`src/hdl/ssd_pkg.sv`:
```
// Shared types, constants and helpers for the sorted-set symmetric difference block.
// Used by ssd_store, sorted_set_symmetric_difference, ssd_checker and the testbench; depends on nothing else.
`default_nettype none

package ssd_pkg;

  localparam int unsigned ElemW      = 32;
  localparam int unsigned MaxResults = 32;
  localparam int unsigned ResCntW    = 6;

  typedef struct packed {
    logic signed [ElemW-1:0] element_value;
    logic                    req_type;
    logic                    final_item;
  } req_t;

  typedef struct packed {
    logic signed [ElemW-1:0] diff_value;
    logic                    last_result;
    logic                    result_empty;
    logic                    overflow_seen;
  } res_t;

  // Control from the top level to one set store.
  typedef struct packed {
    logic wr;
    logic sort_start;
    logic clear;
    logic rd_en;
  } store_ctl_t;

  typedef enum logic [2:0] {
    ST_IDLE,
    ST_KEY_RD,
    ST_KEY,
    ST_CMP,
    ST_PLACE
  } sort_state_e;

  typedef enum logic [2:0] {
    T_IDLE,
    T_SORT_GO,
    T_SORT,
    T_FETCH,
    T_MERGE,
    T_FLUSH
  } top_state_e;

  // Set values are 32-bit two's complement words.
  typedef enum logic {
    SET_A = 1'b0,
    SET_B = 1'b1
  } set_sel_e;

  function automatic logic less_signed(input logic [ElemW-1:0] x, input logic [ElemW-1:0] y);
    return $signed(x) < $signed(y);
  endfunction

endpackage

`default_nettype wire

```
`src/hdl/ssd_store.sv`:
```
// One set store: a synchronous memory with its fill count and an in-place insertion sort.
// Depends on ssd_pkg for the control struct, the sort state type and the signed compare.
`default_nettype none

module ssd_store #(
  parameter int unsigned Depth = 16,
  localparam int unsigned AW = (Depth > 1) ? $clog2(Depth) : 1,
  localparam int unsigned CW = $clog2(Depth + 1)
) (
  input  wire logic                        clk_i,
  input  wire logic                        rst_ni,
  input  wire ssd_pkg::store_ctl_t         ctl_i,
  input  wire logic [ssd_pkg::ElemW-1:0]   wr_data_i,
  input  wire logic [AW-1:0]               rd_addr_i,
  output logic      [ssd_pkg::ElemW-1:0]   rd_data_o,
  output logic      [CW-1:0]               count_o,
  output logic                             busy_o
);

  logic [ssd_pkg::ElemW-1:0] mem [Depth];
  logic [ssd_pkg::ElemW-1:0] rd_data_q;

  ssd_pkg::sort_state_e state_q, state_d;
  logic [CW-1:0] count_q, count_d;
  logic [CW-1:0] p_q, p_d;
  logic [CW-1:0] q_q, q_d;
  logic [ssd_pkg::ElemW-1:0] key_q, key_d;

  logic                      we;
  logic [AW-1:0]             waddr;
  logic [ssd_pkg::ElemW-1:0] wdata;
  logic                      re;
  logic [AW-1:0]             raddr;

  logic [CW-1:0] q_m1, q_m2, p_p1;
  logic          shift;
  logic          pass_done;

  assign q_m1      = q_q - CW'(1);
  assign q_m2      = q_q - CW'(2);
  assign p_p1      = p_q + CW'(1);
  assign shift     = ssd_pkg::less_signed(key_q, rd_data_q);
  assign pass_done = (p_p1 == count_q);

  always_ff @(posedge clk_i) begin
    if (we) begin
      mem[waddr] <= wdata;
    end
    if (re) begin
      rd_data_q <= mem[raddr];
    end
  end

  always_ff @(posedge clk_i or negedge rst_ni) begin
    if (!rst_ni) begin
      state_q <= ssd_pkg::ST_IDLE;
      count_q <= '0;
      p_q     <= '0;
      q_q     <= '0;
    end else begin
      state_q <= state_d;
      count_q <= count_d;
      p_q     <= p_d;
      q_q     <= q_d;
    end
  end

  always_ff @(posedge clk_i) begin
    key_q <= key_d;
  end

  always_comb begin
    state_d = state_q;
    case (state_q)
      ssd_pkg::ST_IDLE: begin
        if (ctl_i.sort_start && (count_q > CW'(1))) begin
          state_d = ssd_pkg::ST_KEY_RD;
        end
      end
      ssd_pkg::ST_KEY_RD: state_d = ssd_pkg::ST_KEY;
      ssd_pkg::ST_KEY:    state_d = ssd_pkg::ST_CMP;
      ssd_pkg::ST_CMP: begin
        if (shift) begin
          state_d = (q_q == CW'(1)) ? ssd_pkg::ST_PLACE : ssd_pkg::ST_CMP;
        end else begin
          state_d = pass_done ? ssd_pkg::ST_IDLE : ssd_pkg::ST_KEY_RD;
        end
      end
      ssd_pkg::ST_PLACE: begin
        state_d = pass_done ? ssd_pkg::ST_IDLE : ssd_pkg::ST_KEY_RD;
      end
      default: state_d = ssd_pkg::ST_IDLE;
    endcase
  end

  always_comb begin
    we      = 1'b0;
    waddr   = count_q[AW-1:0];
    wdata   = key_q;
    re      = 1'b0;
    raddr   = rd_addr_i;
    count_d = count_q;
    p_d     = p_q;
    q_d     = q_q;
    key_d   = key_q;
    case (state_q)
      ssd_pkg::ST_IDLE: begin
        if (ctl_i.wr) begin
          we      = 1'b1;
          wdata   = wr_data_i;
          count_d = count_q + CW'(1);
        end
        if (ctl_i.clear) begin
          count_d = '0;
        end
        if (ctl_i.sort_start) begin
          p_d = CW'(1);
        end
        re = ctl_i.rd_en;
      end
      ssd_pkg::ST_KEY_RD: begin
        re    = 1'b1;
        raddr = p_q[AW-1:0];
        q_d   = p_q;
      end
      ssd_pkg::ST_KEY: begin
        key_d = rd_data_q;
        re    = 1'b1;
        raddr = q_m1[AW-1:0];
      end
      ssd_pkg::ST_CMP: begin
        we    = 1'b1;
        waddr = q_q[AW-1:0];
        if (shift) begin
          // Move the larger neighbor up one slot and look further down.
          wdata = rd_data_q;
          q_d   = q_m1;
          if (q_q != CW'(1)) begin
            re    = 1'b1;
            raddr = q_m2[AW-1:0];
          end
        end else begin
          wdata = key_q;
          p_d   = p_p1;
        end
      end
      ssd_pkg::ST_PLACE: begin
        we    = 1'b1;
        waddr = q_q[AW-1:0];
        wdata = key_q;
        p_d   = p_p1;
      end
      default: begin
        we = 1'b0;
      end
    endcase
  end

  assign rd_data_o = rd_data_q;
  assign count_o   = count_q;
  assign busy_o    = (state_q != ssd_pkg::ST_IDLE);

endmodule

`default_nettype wire

```
`src/hdl/sorted_set_symmetric_difference.sv`:
```
// Top level: loads words into two set stores, sorts them in place, then merges them into
// the symmetric difference. Depends on ssd_pkg and ssd_store.
// Order of work: a load word is taken whenever busy is low. A final word then starts the
// sort, an insertion sort in both stores at once; the merge follows, each step consuming
// one element, or one from each set on a match, and a flush step strobes the last result.
// Results are strobed for one cycle each; the receiver cannot stall. busy is high from the
// cycle after the final word until the last result is strobed, when the next load may begin.
// Reset clears counts and control, not the memories.
`default_nettype none

module sorted_set_symmetric_difference #(
  parameter int unsigned SetDepth = 16
) (
  input  wire logic          clk_i,
  input  wire logic          rst_ni,
  input  wire logic          start,
  output logic               busy,
  input  wire ssd_pkg::req_t req_i,
  output logic               result_strobe_o,
  output ssd_pkg::res_t      res_o
);

  localparam int unsigned AW = (SetDepth > 1) ? $clog2(SetDepth) : 1;
  localparam int unsigned CW = $clog2(SetDepth + 1);

  ssd_pkg::top_state_e state_q, state_d;

  logic                      ovf_q, ovf_d;
  logic [CW-1:0]             i_q, i_d, j_q, j_d;
  logic [ssd_pkg::ElemW-1:0] last_a_q, last_a_d, last_b_q, last_b_d;
  logic                      have_la_q, have_la_d, have_lb_q, have_lb_d;
  logic [ssd_pkg::ElemW-1:0] pend_q, pend_d;
  logic                      pend_valid_q, pend_valid_d;
  logic [ssd_pkg::ResCntW-1:0] found_q, found_d;
  logic                      strobe_q, strobe_d;
  ssd_pkg::res_t             res_q, res_d;

  ssd_pkg::store_ctl_t       ctl_a, ctl_b;
  logic [ssd_pkg::ElemW-1:0] data_a, data_b;
  logic [CW-1:0]             count_a, count_b;
  logic                      busy_a, busy_b;

  logic accept;
  logic av, bv;
  logic take;
  logic [ssd_pkg::ElemW-1:0] take_val;

  assign busy   = (state_q != ssd_pkg::T_IDLE);
  assign accept = start && !busy;
  assign av     = (i_q < count_a);
  assign bv     = (j_q < count_b);

  always_comb begin
    ctl_a            = '0;
    ctl_b            = '0;
    ctl_a.wr         = accept && (req_i.req_type == ssd_pkg::SET_A) &&
                       (count_a < CW'(SetDepth));
    ctl_b.wr         = accept && (req_i.req_type == ssd_pkg::SET_B) &&
                       (count_b < CW'(SetDepth));
    ctl_a.sort_start = (state_q == ssd_pkg::T_SORT_GO);
    ctl_b.sort_start = (state_q == ssd_pkg::T_SORT_GO);
    ctl_a.clear      = (state_q == ssd_pkg::T_FLUSH);
    ctl_b.clear      = (state_q == ssd_pkg::T_FLUSH);
    ctl_a.rd_en      = (state_q == ssd_pkg::T_FETCH) && av;
    ctl_b.rd_en      = (state_q == ssd_pkg::T_FETCH) && bv;
  end

  ssd_store #(.Depth(SetDepth)) u_store_a (
    .clk_i     (clk_i),
    .rst_ni    (rst_ni),
    .ctl_i     (ctl_a),
    .wr_data_i (req_i.element_value),
    .rd_addr_i (i_q[AW-1:0]),
    .rd_data_o (data_a),
    .count_o   (count_a),
    .busy_o    (busy_a)
  );

  ssd_store #(.Depth(SetDepth)) u_store_b (
    .clk_i     (clk_i),
    .rst_ni    (rst_ni),
    .ctl_i     (ctl_b),
    .wr_data_i (req_i.element_value),
    .rd_addr_i (j_q[AW-1:0]),
    .rd_data_o (data_b),
    .count_o   (count_b),
    .busy_o    (busy_b)
  );

  always_ff @(posedge clk_i or negedge rst_ni) begin
    if (!rst_ni) begin
      state_q      <= ssd_pkg::T_IDLE;
      ovf_q        <= 1'b0;
      i_q          <= '0;
      j_q          <= '0;
      have_la_q    <= 1'b0;
      have_lb_q    <= 1'b0;
      pend_valid_q <= 1'b0;
      found_q      <= '0;
      strobe_q     <= 1'b0;
    end else begin
      state_q      <= state_d;
      ovf_q        <= ovf_d;
      i_q          <= i_d;
      j_q          <= j_d;
      have_la_q    <= have_la_d;
      have_lb_q    <= have_lb_d;
      pend_valid_q <= pend_valid_d;
      found_q      <= found_d;
      strobe_q     <= strobe_d;
    end
  end

  always_ff @(posedge clk_i) begin
    last_a_q <= last_a_d;
    last_b_q <= last_b_d;
    pend_q   <= pend_d;
    res_q    <= res_d;
  end

  // Next state.
  always_comb begin
    state_d = state_q;
    case (state_q)
      ssd_pkg::T_IDLE: begin
        if (accept && req_i.final_item) begin
          state_d = ssd_pkg::T_SORT_GO;
        end
      end
      ssd_pkg::T_SORT_GO: state_d = ssd_pkg::T_SORT;
      ssd_pkg::T_SORT: begin
        if (!busy_a && !busy_b) begin
          state_d = ssd_pkg::T_FETCH;
        end
      end
      ssd_pkg::T_FETCH: begin
        if (!(av || bv) || (found_q == ssd_pkg::ResCntW'(ssd_pkg::MaxResults))) begin
          state_d = ssd_pkg::T_FLUSH;
        end else begin
          state_d = ssd_pkg::T_MERGE;
        end
      end
      ssd_pkg::T_MERGE: state_d = ssd_pkg::T_FETCH;
      ssd_pkg::T_FLUSH: state_d = ssd_pkg::T_IDLE;
      default:          state_d = ssd_pkg::T_IDLE;
    endcase
  end

  // Merge step: duplicates within a set are skipped against the last value consumed
  // from that set, so the sorted stores need no separate dedup pass.
  // The merge registers only change in the merge state and are cleared while sorting.
  always_comb begin
    take     = 1'b0;
    take_val = data_a;
    i_d      = i_q;
    j_d      = j_q;
    last_a_d = last_a_q;
    last_b_d = last_b_q;
    have_la_d = have_la_q;
    have_lb_d = have_lb_q;
    case (state_q)
      ssd_pkg::T_SORT: begin
        i_d       = '0;
        j_d       = '0;
        have_la_d = 1'b0;
        have_lb_d = 1'b0;
      end
      ssd_pkg::T_MERGE: begin
        if (av && have_la_q && (data_a == last_a_q)) begin
          i_d = i_q + CW'(1);
        end else if (bv && have_lb_q && (data_b == last_b_q)) begin
          j_d = j_q + CW'(1);
        end else if (!bv || (av && ssd_pkg::less_signed(data_a, data_b))) begin
          take      = 1'b1;
          take_val  = data_a;
          i_d       = i_q + CW'(1);
          last_a_d  = data_a;
          have_la_d = 1'b1;
        end else if (!av || ssd_pkg::less_signed(data_b, data_a)) begin
          take      = 1'b1;
          take_val  = data_b;
          j_d       = j_q + CW'(1);
          last_b_d  = data_b;
          have_lb_d = 1'b1;
        end else begin
          i_d       = i_q + CW'(1);
          j_d       = j_q + CW'(1);
          last_a_d  = data_a;
          last_b_d  = data_b;
          have_la_d = 1'b1;
          have_lb_d = 1'b1;
        end
      end
      default: begin
        take = 1'b0;
      end
    endcase
  end

  // Datapath and result register, per state.
  always_comb begin
    ovf_d        = ovf_q;
    pend_d       = pend_q;
    pend_valid_d = pend_valid_q;
    found_d      = found_q;
    strobe_d     = 1'b0;
    res_d        = res_q;
    case (state_q)
      ssd_pkg::T_IDLE: begin
        if (accept && !ctl_a.wr && !ctl_b.wr) begin
          ovf_d = 1'b1;
        end
      end
      ssd_pkg::T_SORT: begin
        pend_valid_d = 1'b0;
        found_d      = '0;
      end
      ssd_pkg::T_MERGE: begin
        // A result is held back one step so the final one can carry last_result.
        if (take) begin
          if (pend_valid_q) begin
            strobe_d            = 1'b1;
            res_d.diff_value    = pend_q;
            res_d.last_result   = 1'b0;
            res_d.result_empty  = 1'b0;
            res_d.overflow_seen = ovf_q;
          end
          pend_d       = take_val;
          pend_valid_d = 1'b1;
          found_d      = found_q + ssd_pkg::ResCntW'(1);
        end
      end
      ssd_pkg::T_FLUSH: begin
        strobe_d            = 1'b1;
        res_d.diff_value    = pend_valid_q ? pend_q : '0;
        res_d.last_result   = 1'b1;
        res_d.result_empty  = !pend_valid_q;
        res_d.overflow_seen = ovf_q;
        ovf_d               = 1'b0;
        pend_valid_d        = 1'b0;
      end
      default: begin
        strobe_d = 1'b0;
      end
    endcase
  end

  assign result_strobe_o = strobe_q;
  assign res_o           = res_q;

endmodule

`default_nettype wire

```
`config.mk`:
```
export PLATFORM = sky130hd
export DESIGN_NAME = sorted_set_symmetric_difference
export DESIGN_NICKNAME = d
export VERILOG_FILES = /design/src/hdl/ssd_pkg.sv /design/src/hdl/ssd_store.sv /design/src/hdl/sorted_set_symmetric_difference.sv
export SDC_FILE = /design/constraint.sdc
export NUM_CORES = 2
export LEC_CHECK = 0
export BUFFER_PORTS_ARGS = -buffer_cell sky130_fd_sc_hd__buf_4
export CORE_UTILIZATION = 40
export DETAILED_ROUTE_END_ITERATION = 7
export HOLD_SLACK_MARGIN = 0.06
export SKIP_CTS_REPAIR_TIMING = 1
export SLEW_MARGIN = 20
export SYNTH_ARGS = -nofsm -noshare
export SYNTH_HDL_FRONTEND = slang
export SYNTH_HIERARCHICAL = 1
export SYNTH_SLANG_ARGS = --single-unit
```
`constraint.sdc`:
```
create_clock -name clk_i -period 6.2 [get_ports clk_i]
set_clock_uncertainty 0.15 [all_clocks]
set_input_delay 1.24 -clock clk_i [delete_from_list [all_inputs] [get_ports clk_i]]
set_output_delay 1.24 -clock clk_i [all_outputs]
set_load 0.01 [all_outputs]
```
==> metrics list <==
* Part of the Yosys area used for sequential elements: 0.6969
- Ranked by instance count, the synthesized netlist is headed by sky130_fd_sc_hd__edfxtp_1, sky130_fd_sc_hd__nand2_1, sky130_fd_sc_hd__inv_1.
- The share of synthesized area in the top cell type comes to 0.6708.
- Among all cell types in the netlist, the one instantiated most often is sky130_fd_sc_hd__edfxtp_1.
- Total vias in the final route: 35440
- Global-route usage over all layers: 0.2126
- Clock latency on the worst-skew pair, taken at its later pin, is 0.77 ns.
* Count of flip-flops with a built-in enable after synthesis: 1283
* Share of the clock period used by the worst path: 0.8148
- Mux share of post-synthesis cell area: 0.03135
- Final Worst Setup Slack: 1.148 ns
* Cell taking the most area after synthesis: sky130_fd_sc_hd__edfxtp_1
- First-pass iteration count of the detailed router: 6
- Number of DRC markers after the initial detailed-route iteration: 4211
- Prior to clock tree synthesis, the placed netlist has a worst setup slack of 1.144 ns.
- Across the run, the number of max-cap violations was 0.
- Main combinational cell family by area after synthesis: compound AO/OA/AOI/OAI gates
* Clk Tree Root Cell: sky130_fd_sc_hd__clkbuf_16
* Die outline width: 380.9 um
- Of the total synthesized cell area, the portion taken by AND, OR, NAND and NOR gates is 0.09738.
* Critical path start-end classification: flip-flop to flip-flop
- Once layout is done, the placed cells without fillers occupy 65140 um2.
- Hold Violations, Final: 0
- The H-tree generated during clock tree synthesis spans 4 levels.
* Leakage: 23.83 nW
- Entering global routing, the biggest net connects 142 pins.
* Half-perimeter wire length after detailed placement: 93.67 mm
* Wire length per cell after detailed routing: 25.26 um
- Required time of the critical path: 6.55 ns
* Worst-case headroom to the max-slew limit: 0.2301
- Of the total synthesized cell area, the portion taken by XOR and XNOR cells is 0.01294.
- After synthesis, the cell types taking the most area are sky130_fd_sc_hd__edfxtp_1, sky130_fd_sc_hd__nand2_1, sky130_fd_sc_hd__dfrtp_1.
- Clock-pin slew was measured on the worst setup and hold paths at 0.06 ns.
- Fill cell count: 12420
- Final routed wirelength across all metal layers: 156.3 mm
* Number of nets at the end of the flow: 4350
- The worst register-to-register path has a depth of 14.
- Ys async rst share: 0.04468
- Arr. time, crit path: 5.40 ns
- Along the worst hold path, the cell count comes to 0.
* Worst VDD drop: 0.0002826 V
* Cell Area, Synth: 57440 um2
* Count of standard-cell rows: 138
- At the end of routability-driven placement, the weighted congestion stood at 0.8877.
- The path class of the tightest hold or removal check is flip-flop to flip-flop.
* Starting density of the core: 0.4047
- Crit path max fanout: 13
- For this design, the sink count on the clock tree is 1343.
- Pin placement for this block handled 74 I/O pins.
- Tmin final: 5.052 ns
- TritonCTS built the clock tree.
- Final setup violation count: 0
- Maximum clock frequency: 197.9 MHz
- The number of clock buffers added by TritonCTS is 139.
- Yosys printed 6 warnings.
* Mapped Nets: 4230
- The number of global-route vias before repair is 33610.
- Measured along the y axis, the die boundary spans 380.9 um.
* Power density over the cells: 274.2 nW/um2
* Synth Area in Adders: 0.02614
- Post-synthesis sequential element count: 1343
- Category of the worst setup path capture point: flip-flop
* Proportion of layout cells with a drive suffix above 1: 0.1254
- Core Region: 141900 um2
* Count of nets left with antenna violations after detail routing: 0
- Worst setup SP type: flip-flop
- Quantity of I/O buffers inserted on ports: 73
* Status: finished clean
* Worst Tran Pin Value: 1.155 ns
* Antenna violations before repair: 8
- For this run, the number of standard cells in the final layout without fillers is 6189.
- Compound-gate portion of the synthesized area: 0.1040
- The number of max-slew violations in the final report was 0.
- The die covers 145100 um2.
* Setup TNS: 0 ns
- First-pass GRT wire length: 227.9 mm
* Leading register cell type out of synthesis: sky130_fd_sc_hd__edfxtp_1
* Syn Area/Cell: 14.10 um2
- Number of buffers on the longest clock path: 3
* Placed Cells: 5941
- Setup repair after global routing left no endpoint under its margin.
* Post-DR vias/cell: 5.726
- After global routing the overflow that remains totals 0.
- Remaining routing DRC violations: 0
* Synth Instances: 4073
- Power Total: 0.01786 W
- Number of different library cells in the post-synthesis netlist: 94
- Synthesis-to-finish area growth: 13.42%
- Instance area at placement: 60790 um2
==> state kept, by name, indices dropped and copies added (netlist names), 6 cells and up <==
signal and cells:
u_store_b/rd_data_o 32, last_a_q 32, found_q 6, res_o 35, pend_q 32, u_store_a/key_q 32
last_b_q 32, u_store_b/key_q 32, u_store_a/rd_data_o 32, u_store_a/mem 512, u_store_b/mem 512
==> cell usage in the layout (no fill, tap or decap), types with 26 or more instances in the layout <==
cell                           n
sky130_fd_sc_hd__a211oi_1    137
sky130_fd_sc_hd__ha_1        120
sky130_fd_sc_hd__edfxtp_1   1283
sky130_fd_sc_hd__a211oi_2     31
sky130_fd_sc_hd__a22oi_1      33
sky130_fd_sc_hd__nand2_1     596
sky130_fd_sc_hd__nand3_1     124
sky130_fd_sc_hd__nor2b_1      36
sky130_fd_sc_hd__dfrtp_1      60
sky130_fd_sc_hd__nand4_1      26
sky130_fd_sc_hd__o21bai_1     63
sky130_fd_sc_hd__a222oi_1     31
sky130_fd_sc_hd__a32o_1       33
sky130_fd_sc_hd__o21ai_0      65
sky130_fd_sc_hd__and3_1      135
sky130_fd_sc_hd__o2bb2ai_1    63
sky130_fd_sc_hd__and4_1       36
sky130_fd_sc_hd__mux2i_1     139
sky130_fd_sc_hd__a21oi_1      81
sky130_fd_sc_hd__buf_4       189
sky130_fd_sc_hd__a32oi_1      68
sky130_fd_sc_hd__nor2_4       35
sky130_fd_sc_hd__a31oi_1      75
sky130_fd_sc_hd__nor2_1       75
sky130_fd_sc_hd__nor3_1       35
sky130_fd_sc_hd__clkbuf_1     32
sky130_fd_sc_hd__clkbuf_16   147
sky130_fd_sc_hd__xor2_1       69
sky130_fd_sc_hd__clkinv_1     29
sky130_fd_sc_hd__inv_1       168
==> area by class of cell <==
cell class                      count  area (um2)  area share
Antenna cell                        1       2.502  0.00003841
Clock buffer                      180        3812     0.05852
Clock inverter                     66       514.2    0.007894
Inverter                          169       634.4    0.009738
Multi-Input combinational cell   2334       16030      0.2460
Sequential cell                  1343       40030      0.6145
Tap cell                         1890        2365     0.03630
Timing Repair Buffer              206        1759     0.02700
==> routing by layer <==
layer | global-route usage | part of all wire
met4 | 0.06731 | 0.027
met1 | 0.3182 | 0.46
met2 | 0.3053 | 0.43
met3 | 0.04715 | 0.085
met5 | 0 | 0.00049
==> kinds of logic after synthesis <==
family / Yosys count
and+or+nand+nor: 1178
xor gates and xnor gates: 84
muxes: 175
DFF: 1343
AOI/OAI and AO/OA: 777
buffers and inverters: 396
adders and majority gates: 120
==> critical path, cell delays in order, from the launching register on <==
cell and delay [ns]:
sky130_fd_sc_hd__edfxtp_1 0.58, sky130_fd_sc_hd__inv_1 0.08, sky130_fd_sc_hd__ha_1 0.33, sky130_fd_sc_hd__and4_1 0.23
sky130_fd_sc_hd__a221oi_1 0.39, sky130_fd_sc_hd__o21ai_0 0.38, sky130_fd_sc_hd__a31oi_2 0.42, sky130_fd_sc_hd__mux2_4 0.39
sky130_fd_sc_hd__a221oi_4 0.51, sky130_fd_sc_hd__buf_4 0.34, sky130_fd_sc_hd__buf_4 0.32, sky130_fd_sc_hd__mux2i_1 0.23
sky130_fd_sc_hd__o2bb2ai_1 0.10, sky130_fd_sc_hd__a211oi_2 0.24, sky130_fd_sc_hd__o2bb2ai_1 0.09
==> path summary, 6_finish.rpt <==
kind                                         start                     end  slack [ns]
max reg2reg                u_store_a/rd_data_o[15]  u_store_a/rd_data_o[8]        1.15
min reg2reg                                  ovf_q                res_o[0]        0.31
max in group asynchronous                   rst_ni    u_store_a/count_o[4]        4.87
min in group asynchronous                   rst_ni        u_store_b/p_q[2]        0.41
max                        u_store_a/rd_data_o[15]  u_store_a/rd_data_o[8]        1.15
min                                          ovf_q                res_o[0]        0.31
==> power breakdown <==
group / internal [W] / total [W] / switching (W)
registers: 0.00979 / 0.00979 / 0
logic: 0.0000158 / 0.0000552 / 0.0000394
clock network: 0.00462 / 0.00802 / 0.00341
==> metrics by stage <==
step	hold slack (ns)	util
5_1_grt	0.3216	0.4590
6_report	0.3053	0.4590
4_1_cts	0.3077	0.4588
3_5_place_dp	0.2938	0.4283
2_1_floorplan	0.2756	-
3_3_place_gp	0.2883	0.4283
Power figures use the tool's default switching activity.
